--- src/sv/mclr_pkg.sv ---
// package for the multi-channel load cell reader
// shared constants, state types and the lane control struct; no dependencies
package mclr_pkg;

  localparam int MAX_CHANNELS = 4;
  localparam int CH_W = 2;
  localparam int CNT_W = 3;
  localparam int DIV_STEPS = 32;
  localparam logic [23:0] MAX24 = 24'hFF_FFFF;
  localparam logic [4:0] FRAME_BITS = 5'd24;

  localparam logic [2:0] REG_CHANNEL_COUNT = 3'd0;
  localparam logic [2:0] REG_TELE_DIVISOR = 3'd1;
  localparam logic [2:0] REG_TARE_SAMPLES = 3'd2;
  localparam logic [2:0] REG_TARE_TIMEOUT = 3'd3;
  localparam logic [2:0] REG_STALE_TICKS = 3'd4;

  typedef enum logic [1:0] {
    PH_IDLE,
    PH_HIGH,
    PH_LOW,
    PH_EXTRA
  } phase_t;

  typedef enum logic [2:0] {
    ST_IDLE,
    ST_PREP,
    ST_DIV,
    ST_WB,
    ST_OUT
  } seq_t;

  typedef struct packed {
    logic        shift_clr;
    logic        shift_en;
    logic        sum_clr;
    logic        sum_add;
    logic        div_start;
    logic        div_tare;
    logic        div_step;
    logic        off_wr;
    logic [24:0] den;
  } lane_ctl_t;

endpackage

--- src/sv/mclr_lane.sv ---
// one channel lane: serial shift register, tare offset and sum, iterative divider
// depends on mclr_pkg
module mclr_lane (
  input  logic                clk,
  input  logic                rst_n,
  input  mclr_pkg::lane_ctl_t ctl,
  input  logic                active,
  input  logic                dout,
  output logic signed [23:0]  raw_value,
  output logic signed [24:0]  offset_counts,
  output logic signed [15:0]  tele_value,
  output logic                saturated
);
  import mclr_pkg::*;

  logic [23:0] shift_r, shift_nxt;
  logic signed [23:0] offset_r, offset_nxt;
  logic signed [31:0] sum_r, sum_nxt;
  logic [24:0] rem_r, rem_nxt;
  logic [31:0] quo_r, quo_nxt;
  logic [24:0] den_r, den_nxt;
  logic neg_r, neg_nxt;
  logic signed [31:0] num;
  logic [25:0] trial;
  logic ge;
  logic [23:0] q24;

  assign raw_value = shift_r;
  assign offset_counts = 25'(raw_value) - 25'(offset_r);
  assign trial = {rem_r, quo_r[31]};
  assign ge = trial >= {1'b0, den_r};
  assign q24 = neg_r ? 24'(-quo_r[23:0]) : quo_r[23:0];

  always_comb begin
    num = ctl.div_tare ? sum_r : 32'(offset_counts);
    shift_nxt = shift_r;
    offset_nxt = offset_r;
    sum_nxt = sum_r;
    rem_nxt = rem_r;
    quo_nxt = quo_r;
    den_nxt = den_r;
    neg_nxt = neg_r;
    if (ctl.shift_clr) begin
      shift_nxt = '0;
    end else if (ctl.shift_en && active) begin
      shift_nxt = {shift_r[22:0], dout};
    end
    if (ctl.sum_clr) begin
      sum_nxt = (ctl.sum_add && active) ? 32'(raw_value) : '0;
    end else if (ctl.sum_add && active) begin
      sum_nxt = sum_r + 32'(raw_value);
    end
    if (ctl.off_wr && active) begin
      offset_nxt = q24;
    end
    if (ctl.div_start) begin
      rem_nxt = '0;
      quo_nxt = num[31] ? 32'(-num) : num;
      neg_nxt = num[31];
      den_nxt = ctl.den;
    end else if (ctl.div_step) begin
      rem_nxt = ge ? 25'(trial - {1'b0, den_r}) : trial[24:0];
      quo_nxt = {quo_r[30:0], ge};
    end
  end

  always_comb begin
    saturated = 1'b0;
    if (neg_r) begin
      if (quo_r > 32'd32768) begin
        saturated = 1'b1;
        tele_value = 16'sh8000;
      end else begin
        tele_value = 16'(-quo_r[15:0]);
      end
    end else begin
      if (quo_r > 32'd32767) begin
        saturated = 1'b1;
        tele_value = 16'sh7FFF;
      end else begin
        tele_value = quo_r[15:0];
      end
    end
  end

  always_ff @(posedge clk) begin
    if (!rst_n) begin
      shift_r <= '0;
      offset_r <= '0;
      sum_r <= '0;
    end else begin
      shift_r <= shift_nxt;
      offset_r <= offset_nxt;
      sum_r <= sum_nxt;
    end
    rem_r <= rem_nxt;
    quo_r <= quo_nxt;
    den_r <= den_nxt;
    neg_r <= neg_nxt;
  end

endmodule

--- src/sv/multi_channel_load_cell_reader.sv ---
// top level: tick sequencer, tare control, four lanes and the result merge
// depends on mclr_pkg and mclr_lane
// One word is one half-period tick of the shared converter clock. A plain tick
// gives one word out. A tick that ends a frame outside a tare, or that ends a tare
// with frames summed, runs the lane dividers (ST_PREP, ST_DIV), for a tare also writes
// the offsets (ST_WB), and then hands out its words in ST_OUT, where an output stall holds it.
// All lanes divide at once, one quotient bit per cycle; the merge stage then hands out
// one result word per active channel for a sample and one status word for a tare.
module multi_channel_load_cell_reader (
  input  logic                clk,
  input  logic                rst_n,
  input  logic                cfg_we,
  input  logic [2:0]          cfg_idx,
  input  logic [24:0]         cfg_wdata,
  input  logic                in_valid,
  output logic                in_stall,
  input  logic                in_mode,
  input  logic [3:0]          in_dout_lines,
  output logic                out_valid,
  input  logic                out_stall,
  output logic                out_sck,
  output logic                out_stalled,
  output logic                out_tared,
  output logic                out_sample_valid,
  output logic [1:0]          out_channel,
  output logic signed [23:0]  out_raw_value,
  output logic signed [24:0]  out_offset_counts,
  output logic signed [15:0]  out_tele_value,
  output logic                out_saturated,
  output logic                out_last
);
  import mclr_pkg::*;

  logic [2:0] chan_cnt_r;
  logic [24:0] divisor_r;
  logic [7:0] tare_samples_r;
  logic [23:0] timeout_r, stale_r;

  seq_t st_r, st_nxt;
  phase_t ph_r, ph_nxt;
  logic [4:0] bc_r, bc_nxt;
  logic [7:0] frames_r, frames_nxt;
  logic [23:0] timer_r, timer_nxt, idle_r, idle_nxt;
  logic tared_r, tared_nxt, taring_r, taring_nxt;
  logic sck_r, sck_nxt, stalled_r, stalled_nxt;
  logic emit_r, emit_nxt, tdiv_r, tdiv_nxt;
  logic [24:0] den_r, den_nxt;
  logic [5:0] step_r, step_nxt;
  logic [CH_W-1:0] idx_r, idx_nxt;
  logic [CNT_W-1:0] n_act;
  logic [3:0] mask;
  logic taring_m;
  logic [7:0] frames_m, frames_inc, samples;
  logic [23:0] timer_m;
  logic accept;
  lane_ctl_t ctl;

  logic signed [23:0] l_raw [MAX_CHANNELS];
  logic signed [24:0] l_cnt [MAX_CHANNELS];
  logic signed [15:0] l_tele [MAX_CHANNELS];
  logic l_sat [MAX_CHANNELS];

  assign n_act = (chan_cnt_r == 3'd0) ? 3'd1 :
                 (chan_cnt_r > 3'(MAX_CHANNELS)) ? 3'(MAX_CHANNELS) : chan_cnt_r;
  assign mask = 4'((5'd1 << n_act) - 5'd1);
  assign samples = (tare_samples_r == 8'd0) ? 8'd1 : tare_samples_r;
  assign accept = in_valid && !in_stall;
  assign in_stall = st_r != ST_IDLE;
  assign taring_m = in_mode || taring_r;
  assign frames_m = in_mode ? 8'd0 : frames_r;
  assign timer_m = in_mode ? 24'd0 : timer_r;
  assign frames_inc = (frames_m == 8'd255) ? frames_m : frames_m + 8'd1;

  always_comb begin
    st_nxt = st_r;
    ph_nxt = ph_r;
    bc_nxt = bc_r;
    frames_nxt = frames_r;
    timer_nxt = timer_r;
    idle_nxt = idle_r;
    tared_nxt = tared_r;
    taring_nxt = taring_r;
    sck_nxt = sck_r;
    stalled_nxt = stalled_r;
    emit_nxt = emit_r;
    tdiv_nxt = tdiv_r;
    den_nxt = den_r;
    step_nxt = step_r;
    idx_nxt = idx_r;
    ctl = '0;
    ctl.den = den_r;
    ctl.div_tare = tdiv_r;
    unique case (st_r)
      ST_IDLE: begin
        if (accept) begin
          ctl.sum_clr = in_mode;
          taring_nxt = taring_m;
          frames_nxt = frames_m;
          timer_nxt = (taring_m && timer_m < MAX24) ? timer_m + 24'd1 : timer_m;
          idle_nxt = (idle_r < MAX24) ? idle_r + 24'd1 : idle_r;
          emit_nxt = 1'b0;
          tdiv_nxt = 1'b0;
          sck_nxt = 1'b0;
          idx_nxt = '0;
          st_nxt = ST_OUT;
          unique case (ph_r)
            PH_IDLE: begin
              if (taring_m && timer_nxt >= timeout_r) begin
                taring_nxt = 1'b0;
                if (frames_m == 8'd0) begin
                  tared_nxt = 1'b0;
                end else begin
                  tared_nxt = 1'b1;
                  tdiv_nxt = 1'b1;
                  den_nxt = 25'(frames_m);
                  st_nxt = ST_PREP;
                end
              end
              if ((in_dout_lines & mask) == 4'd0) begin
                ctl.shift_clr = 1'b1;
                bc_nxt = '0;
                sck_nxt = 1'b1;
                ph_nxt = PH_HIGH;
              end
            end
            PH_HIGH: begin
              ctl.shift_en = 1'b1;
              bc_nxt = bc_r + 5'd1;
              ph_nxt = PH_LOW;
            end
            PH_LOW: begin
              sck_nxt = 1'b1;
              ph_nxt = (bc_r >= FRAME_BITS) ? PH_EXTRA : PH_HIGH;
            end
            PH_EXTRA: begin
              ph_nxt = PH_IDLE;
              idle_nxt = '0;
              if (!taring_m) begin
                emit_nxt = 1'b1;
                den_nxt = (divisor_r == 25'd0) ? 25'd1 : divisor_r;
                st_nxt = ST_PREP;
              end else begin
                ctl.sum_add = 1'b1;
                frames_nxt = frames_inc;
                if (frames_inc >= samples) begin
                  taring_nxt = 1'b0;
                  tared_nxt = 1'b1;
                  tdiv_nxt = 1'b1;
                  den_nxt = 25'(frames_inc);
                  st_nxt = ST_PREP;
                end
              end
            end
            default: ph_nxt = PH_IDLE;
          endcase
          stalled_nxt = idle_nxt > stale_r;
        end
      end
      ST_PREP: begin
        ctl.div_start = 1'b1;
        step_nxt = '0;
        st_nxt = ST_DIV;
      end
      ST_DIV: begin
        ctl.div_step = 1'b1;
        step_nxt = step_r + 6'd1;
        if (step_r == 6'(DIV_STEPS - 1)) begin
          st_nxt = tdiv_r ? ST_WB : ST_OUT;
        end
      end
      ST_WB: begin
        ctl.off_wr = 1'b1;
        st_nxt = ST_OUT;
      end
      ST_OUT: begin
        if (!out_stall) begin
          if (out_last) begin
            st_nxt = ST_IDLE;
          end else begin
            idx_nxt = idx_r + 2'd1;
          end
        end
      end
      default: st_nxt = ST_IDLE;
    endcase
  end

  for (genvar g = 0; g < MAX_CHANNELS; g++) begin : g_lane
    mclr_lane u_lane (
      .clk           (clk),
      .rst_n         (rst_n),
      .ctl           (ctl),
      .active        (mask[g]),
      .dout          (in_dout_lines[g]),
      .raw_value     (l_raw[g]),
      .offset_counts (l_cnt[g]),
      .tele_value    (l_tele[g]),
      .saturated     (l_sat[g])
    );
  end

  assign out_valid = st_r == ST_OUT;
  assign out_sck = sck_r;
  assign out_stalled = stalled_r;
  assign out_tared = tared_r;
  assign out_sample_valid = emit_r;
  assign out_channel = emit_r ? idx_r : '0;
  assign out_raw_value = emit_r ? l_raw[idx_r] : '0;
  assign out_offset_counts = emit_r ? l_cnt[idx_r] : '0;
  assign out_tele_value = emit_r ? l_tele[idx_r] : '0;
  assign out_saturated = emit_r ? l_sat[idx_r] : 1'b0;
  assign out_last = !emit_r || (3'(idx_r) == n_act - 3'd1);

  always_ff @(posedge clk) begin
    if (!rst_n) begin
      chan_cnt_r <= 3'd1;
      divisor_r <= 25'd1;
      tare_samples_r <= 8'd8;
      timeout_r <= 24'd1000000;
      stale_r <= 24'd200000;
      st_r <= ST_IDLE;
      ph_r <= PH_IDLE;
      bc_r <= '0;
      frames_r <= '0;
      timer_r <= '0;
      idle_r <= '0;
      tared_r <= 1'b0;
      taring_r <= 1'b0;
      step_r <= '0;
      idx_r <= '0;
      emit_r <= 1'b0;
      tdiv_r <= 1'b0;
    end else begin
      if (cfg_we) begin
        unique case (cfg_idx)
          REG_CHANNEL_COUNT: chan_cnt_r <= cfg_wdata[2:0];
          REG_TELE_DIVISOR: divisor_r <= cfg_wdata;
          REG_TARE_SAMPLES: tare_samples_r <= cfg_wdata[7:0];
          REG_TARE_TIMEOUT: timeout_r <= cfg_wdata[23:0];
          REG_STALE_TICKS: stale_r <= cfg_wdata[23:0];
          default: ;
        endcase
      end
      st_r <= st_nxt;
      ph_r <= ph_nxt;
      bc_r <= bc_nxt;
      frames_r <= frames_nxt;
      timer_r <= timer_nxt;
      idle_r <= idle_nxt;
      tared_r <= tared_nxt;
      taring_r <= taring_nxt;
      step_r <= step_nxt;
      idx_r <= idx_nxt;
      emit_r <= emit_nxt;
      tdiv_r <= tdiv_nxt;
    end
    sck_r <= sck_nxt;
    stalled_r <= stalled_nxt;
    den_r <= den_nxt;
  end

  a_out_blocks_in: assert property (@(posedge clk) disable iff (!rst_n)
    out_valid |-> in_stall)
    else $error("input taken while a result is pending");

  a_div_to_out: assert property (@(posedge clk) disable iff (!rst_n)
    (st_r == ST_DIV && step_r == 6'(DIV_STEPS - 1)) |=> (st_r == ST_WB || st_r == ST_OUT))
    else $error("divider did not finish on time");

  a_blank_single: assert property (@(posedge clk) disable iff (!rst_n)
    (out_valid && !out_sample_valid) |-> out_last)
    else $error("status word not marked last");

endmodule

--- config.mk ---
export PLATFORM = sky130hd
export DESIGN_NAME = multi_channel_load_cell_reader
export DESIGN_NICKNAME = d
export VERILOG_FILES = /design/src/sv/mclr_pkg.sv /design/src/sv/mclr_lane.sv /design/src/sv/multi_channel_load_cell_reader.sv
export SDC_FILE = /design/constraint.sdc
export NUM_CORES = 2
export LEC_CHECK = 0
export BUFFER_PORTS_ARGS = -buffer_cell sky130_fd_sc_hd__buf_2
export CORE_MARGIN = 2
export CORE_UTILIZATION = 57
export DETAILED_ROUTE_END_ITERATION = 6
export GPL_TIMING_DRIVEN = 0
export PLACE_DENSITY = 0.72
export SLEW_MARGIN = 20
export SYNTH_ARGS = -nofsm -noshare
export SYNTH_HDL_FRONTEND = slang
export SYNTH_SLANG_ARGS = --single-unit
export TNS_END_PERCENT = 20
--- constraint.sdc ---
create_clock -name clk -period 17.7 [get_ports clk]
set_input_delay 0.885 -clock clk [delete_from_list [all_inputs] [get_ports clk]]
set_output_delay 0.885 -clock clk [all_outputs]
set_load 0.01 [all_outputs]
# Word level (Yosys, flattened, before mapping)
# Index checks and enable logic that the tools add are counted.
[totals]
ff_bits = 766
inputBits = 38
wordCells = 319
[op_classes]
add_sub_neg = 32
n_lt_le_gt_ge = 20
eq_ne = 25
shifts = 1
muxes = 143
bitwise_logic = 3
n_reduce_logical = 50
[op_table]
columns = ["cell", "n"]
rows = [
  ["$mux 32", 28],
  ["$mux 24", 13],
  ["$mux 25", 12],
  ["$mux 16", 15],
  ["$add 32x24->32", 4],
  ["$gt 32x15->1 const B", 4],
  ["$gt 32x16->1 const B", 4],
  ["$neg 32->32", 4],
  ["$ge 26x25->1", 4],
  ["$sub 24x24->25", 4],
  ["$sub 25x25->25", 4],
  ["$neg 24->24", 4],
  ["$neg 16->16", 4],
  ["$bmux 25 s2", 1],
  ["$pmux 25 s2", 1],
  ["$add 24x1->24 const B", 2],
  ["$bmux 24 s2", 1],
  ["$lt 24x24->1 const B", 2],
  ["$mux 8", 5],
  ["$mux 1", 35],
  ["$mux 3", 11],
  ["$bmux 16 s2", 1],
  ["$logic_not 25->1", 1],
  ["$ge 24x24->1", 1],
  ["other kinds (51)", 109],
]

# Logic depth before layout (Yosys ltp)
[depth]
word_depth = 14
depth_mapped = 25
depth_no_buf = 22

# Modules after synthesis
# From an unflattened synthesis, not the netlist that was laid out.
[hier_totals]
hier_cells = 8099
area_unflattened_um2 = 65077.4
[modules_own_cells]
columns = ["mod", "instances", "cells_per_inst", "area_per_inst_um2", "seq_area_each_um2"]
rows = [
  ["mclr_lane at g_lane[0].u_lane ...", 2, 1609, 12627.1, 3843.7],
  ["mclr_lane at g_lane[3].u_lane", 1, 1660, 13375.3, 3843.7],
  ["mclr_lane at g_lane[1].u_lane", 1, 1657, 13292.7, 3843.7],
  ["multi_channel_load_cell_reader", 1, 1564, 13155.1, 4053.9],
]

# Worst setup path after synthesis
# Ideal clock, no wire load.
[synth_path]
path_type = "input -> register"
start = "input in_mode"
end = "register den_r[0], enable pin"
arrival_ns = 5.992
required_time_ns = 17.285
path_slack_ns = 11.292
path_stages = 25
path_cell_list = "buf_2 clkbuf_1 nor2b_1 ha_1 nand3_1 nor2_1 a41oi_1 and3_1 and3_1 nor3b_1 nor2b_1 clkbuf_1 nand3_1 xor2_1 nor2_1 ha_1 nand4_1 nor2_1 a21oi_1 o211ai_1 a221o_1 a31oi_1 nor2_1 nand2_1 a21oi_1"
[synth_via]
elab_chain_len = 8
[synth_rtl]
columns = ["element", "line_no", "rtl"]
rows = [
  ["start: declaration", "multi_channel_load_cell_reader.sv:17", "input logic in_mode,"],
  ["$mux 24", "multi_channel_load_cell_reader.sv:71", "assign timer_m = in_mode ? 24'd0 : timer_r;"],
  ["$lt 24x24->1", "multi_channel_load_cell_reader.sv:99", "timer_nxt = (taring_m && timer_m < MAX24) ? timer_m + 24'd1 : timer_m;"],
  ["$logic_and 1x1->1", "multi_channel_load_cell_reader.sv:99", ""],
  ["$mux 24", "multi_channel_load_cell_reader.sv:99", ""],
  ["$ge 24x24->1", "multi_channel_load_cell_reader.sv:108", "if (taring_m && timer_nxt >= timeout_r) begin"],
  ["$logic_and 1x1->1", "multi_channel_load_cell_reader.sv:108", ""],
  ["$ne 2x2->1 (no source line)", "n/a", ""],
  ["$reduce_and 6->1 (no source line) (*)", "n/a", ""],
  ["end signal: assignment", "multi_channel_load_cell_reader.sv:259", "den_r <= den_nxt;"],
  ["end: declaration", "multi_channel_load_cell_reader.sv:47", "logic [24:0] den_r, den_nxt;"],
]
# Every way passes the cells marked *; elsewhere a longest branch is shown, timed or not.
# A chain may end at the register's enable or synchronous reset.

# Worst setup path after layout
[layout_path]
start = "register tdiv_r"
end = "register g_lane[3].u_lane.quo_r[30], data pin"
[layout_via]
elab_chain_len = 4
[layout_rtl]
columns = ["element", "line_no", "rtl"]
rows = [
  ["start: declaration", "multi_channel_load_cell_reader.sv:46", "logic emit_r, emit_nxt, tdiv_r, tdiv_nxt;"],
  ["start signal: assignment", "multi_channel_load_cell_reader.sv:255", "tdiv_r <= tdiv_nxt;"],
  ["$mux 32 (*)", "mclr_lane.sv:35", "num = ctl.div_tare ? sum_r : 32'(offset_counts);"],
  ["$neg 32->32", "mclr_lane.sv:58", "quo_nxt = num[31] ? 32'(-num) : num;"],
  ["$mux 32 (*)", "mclr_lane.sv:58", ""],
  ["$mux 32 (*)", "mclr_lane.sv:56", "if (ctl.div_start) begin"],
  ["named net g_lane[3].u_lane.quo_nxt[30]", "mclr_lane.sv:20", "logic [31:0] quo_r, quo_nxt;"],
  ["end signal: assignment", "mclr_lane.sv:97", "quo_r <= quo_nxt;"],
  ["end: declaration", "mclr_lane.sv:20", ""],
]
# The timed path passes the listed nets; every way through them passes the cells marked *.

==> key figures <==
Setup path
  – Worst EP required: between 15 and 20 ns
  – Most frequent CP cell: buf_2
  – Worst path max stage delay: 1.00 ns
  – CP cell instances: buf_2, buf_2, buf_2, clkbuf_2, clkbuf_2, buf_2, buf_2, buf_2, mux2i_1, ha_1, and2_1, nand2_1, nor4_1, nand4_1, a2111oi_1, o21ai_1, xor2_1, o21ai_1
  – CP max-delay cell: nor4_1
  – Worst path bufs/invs: 8
  – Crit path kind: flop to flop
  – Largest fanout on the critical path: 12
  – Delay-heaviest family, CP: buffers and inverters
  – Element type at the critical path start: flop
  – WP data arrival: around 9.7 ns
  – Critical Path Sink Type: flop

Timing
  – Final period utilization: 0.523
  – RSZ-0062 raised after global routing: no
  – Setup TNS Final: 0 ns
  – Worst-Margin Slew: about 1.4 ns
  – Final slew viol count: 0
  – Tmin final: a little over 9 ns
  – Peak Freq: between 100 and 150 MHz
  – Final hold violation count: 0
  – Rel. slew slack: 0.0956
  – Final worst setup slack: between 8 and 9 ns
  – Layout Skew: between 0.05 and 0.06 ns
  – Final setup fails: 0

Clocking
  – Htree depth: 3
  – Total CTS buffers: approximately 90
  – Clock Latency Late Sink: around 0.73 ns
  – Clock sink count: ~770
  – Root Driver: clkbuf_16
  – CTS tree: done
  – Clock buffer depth: 3
  – Post-CTS Setup Bufs: 0
  – Post-CTS sizing: 0
  – Hold_buf cts: 0
  – Clock-pin slew on the worst setup and hold paths: about 0.06 ns

Placed design
  – PortBufs: 110
  – Setup slack at placement: 9.33 ns
  – GPL Wtd Cong: 1.13
  – Placed Cells: about 9000
  – Final HPWL DP: 196000 um

GRT
  – Initial antenna violation count: 31
  – Vias in the first global route: roughly 54000
  – Overflow after GRT: 0
  – First-pass GRT wire length: about 360000 um
  – Total GRT Usage: 0.468
  – Largest net degree at the start of global routing: 74

Synthesis
  – Mapped cell area: 58100 um2
  – Syn Nets: 7968
  – Sequential area share after synthesis: 0.296
  – Post-Syn Instances: between 7000 and 8000
  – Ys flop type: dfxtp_1
  – FF+latch count, synth: around 770
  – Synth unique cells: around 120
  – Synth Warn #: 0
  – Post-synth EDFFs: between 150 and 200
  – Async SR Flop Fraction: 0
  – Avg Inst Size Synth: between 7 and 8 um2

Floorplan
  – Die Span X: 323 um
  – Starting Density: 0.572
  – Site row count: around 120
  – Die height: ~320 um
  – # IOs: roughly 110
  – Die area: 104000 um2
  – Core area: roughly 100000 um2

Detailed routing
  – WL final: 253000 um
  – DRT Pass-1 Iters: 7
  – DR WL/cell: approximately 28 um
  – Routed Antenna Nets: 0
  – Via/cell ratio: about 6.7
  – Vias: 61266
  – DRC: 26
  – DRT iter0 DRCs: just over 9000

Pwr
  – Max VDD drop: roughly 0.000086 V
  – Combinational Power Share: 0.135
  – Pleak: 25.7 nW
  – Total power: ~4.5 mW
  – Power Dens Cells: approximately 70 nW/um2
  – Net Switching: between 1 and 1.5 mW
  – Clock Power Share: 0.453
  – Sequential power share: 0.412
  – Sw Ratio: 0.283
  – Internal Power: ~3.2 mW

Layout
  – Final #Nets: 8177
  – Share of layout cells above drive strength 1: 0.0615
  – Non-filler cells, final: 9194
  – Commonest non-fill, non-tap cells in the layout: nand2_1, nor2_1, a21oi_1, o21ai_0, dfxtp_1
  – Synth-to-Final Area Change: 9.88%
  – Commonest non-fill, non-tap cell in the layout: nand2_1
  – Layout Utilization: 0.629

Run status
  – Failing checks: DRC
  – Status: finished with violations

Hold path
  – HP Class: input port to flop

Run
  – Maxcap violations: 0
## synthesized netlist by cell type (19+ instances only)
cell type / number / area share
a211o_1: 19 / 0.0029
a211oi_1: 134 / 0.017
a21o_1: 170 / 0.022
a21oi_1: 630 / 0.054
a221oi_1: 23 / 0.0035
a22oi_1: 107 / 0.014
a31oi_1: 84 / 0.0091
and2_1: 78 / 0.0084
and3_1: 52 / 0.0056
buf_1: 33 / 0.0021
buf_2: 21 / 0.0018
clkbuf_1: 337 / 0.022
dfxtp_1: 582 / 0.20
edfxtp_1: 184 / 0.095
ha_1: 398 / 0.086
inv_1: 346 / 0.022
mux2i_1: 123 / 0.021
mux4_2: 33 / 0.013
nand2_1: 1142 / 0.074
nand2b_1: 77 / 0.0083
nand3_1: 164 / 0.014
nand4_1: 56 / 0.0060
nor2_1: 662 / 0.043
nor2b_1: 77 / 0.0083
nor3_1: 114 / 0.0098
nor4_1: 36 / 0.0039
o211ai_1: 63 / 0.0081
o21a_1: 43 / 0.0056
o21ai_0: 620 / 0.053
o21bai_1: 37 / 0.0048
o22ai_1: 31 / 0.0033
o31ai_1: 78 / 0.010
or2_2: 37 / 0.0040
or3_1: 77 / 0.0083
or4_1: 20 / 0.0026
xnor2_1: 233 / 0.035
xor2_1: 250 / 0.038
## cells by family (layout without fill, tap and decap cells)
kind of cell	count (synthesis)	count (layout)	synth area share
mux	168	168	0.0367
fa+ha+maj	410	410	0.0899
other cells	0	19	0
simple gates	2681	2681	0.210
buf+inv	740	1027	0.0485
xor+xnor	485	485	0.0734
compound gates	2270	2270	0.246
flops	766	766	0.296
## path summary, 6_finish.rpt
kind / start / endpoint / slack, ns / depth (start not counted)
setup / recovery: tdiv_r$_SDFFE_PN0P_ / g_lane[3].u_lane.quo_r[30]$_DFFE_PP_ / 8.45 / 18
setup reg to reg: tdiv_r$_SDFFE_PN0P_ / g_lane[3].u_lane.quo_r[30]$_DFFE_PP_ / 8.45 / 18
hold reg to reg: den_r[15]$_SDFFCE_PP0P_ / g_lane[2].u_lane.den_r[15]$_DFFE_PP_ / 0.41 / 0
hold / removal: cfg_wdata[24] / divisor_r[24]$_SDFFE_PN0P_ / 0.40 / 3
## through the flow
step | hold WS [ns] | cell area, um2
4_1_cts | 0.379 | 63700
6_report | 0.402 | 63800
3_3_place_gp | 0.403 | 60300
5_1_grt | 0.407 | 63800
3_5_place_dp | 0.405 | 60500
2_1_floorplan | 0.400 | 58100
## power by group through the flow
stage               clock, mW  sequential [mW]  combinational, mW
floorplan                   0             1.87              0.420
global placement            0             1.88              0.570
detailed placement          0             1.88              0.581
CTS                      2.03             1.84              0.586
global route             2.10             1.85              0.651
finish                   2.03             1.85              0.605
## worst min-delay path: stages
cell,delay (ns)
buf_2,0.10
nand2_1,0.04
a21oi_1,0.05
## registers in the layout, indices dropped and copies added, names as in the netlist, 8 cells and up
signal	count
stale_r	24
divisor_r	25
g_lane.u_lane.raw_value	96
timer_r	24
g_lane.u_lane.sum_r	128
timeout_r	24
g_lane.u_lane.den_r	25
idle_r	24
den_r	25
g_lane.u_lane.offset_r	96
g_lane.u_lane.rem_r	100
g_lane.u_lane.quo_r	128
tare_samples_r	8
frames_r	8
## per-layer routing
layer	vias to the layer above	track usage	part of all wire
met2	4148	0.639	0.39
met1	28914	0.630	0.39
met5	-	0	0.00046
li1	27371	-	-
met4	20	0.260	0.064
met3	813	0.173	0.15
## area by class of cell
cell class	count	area, um2
Antenna cell	19	47.5
Buffer	393	1560
Clock buffer	126	2640
Clock inverter	45	603
Fill cell	9155	37600
Inverter	347	1310
Multi-Input combinational cell	6014	38100
Sequential cell	766	17200
Tap cell	1368	1710
Timing Repair Buffer	116	642
(Power assumes the default switching activity.)
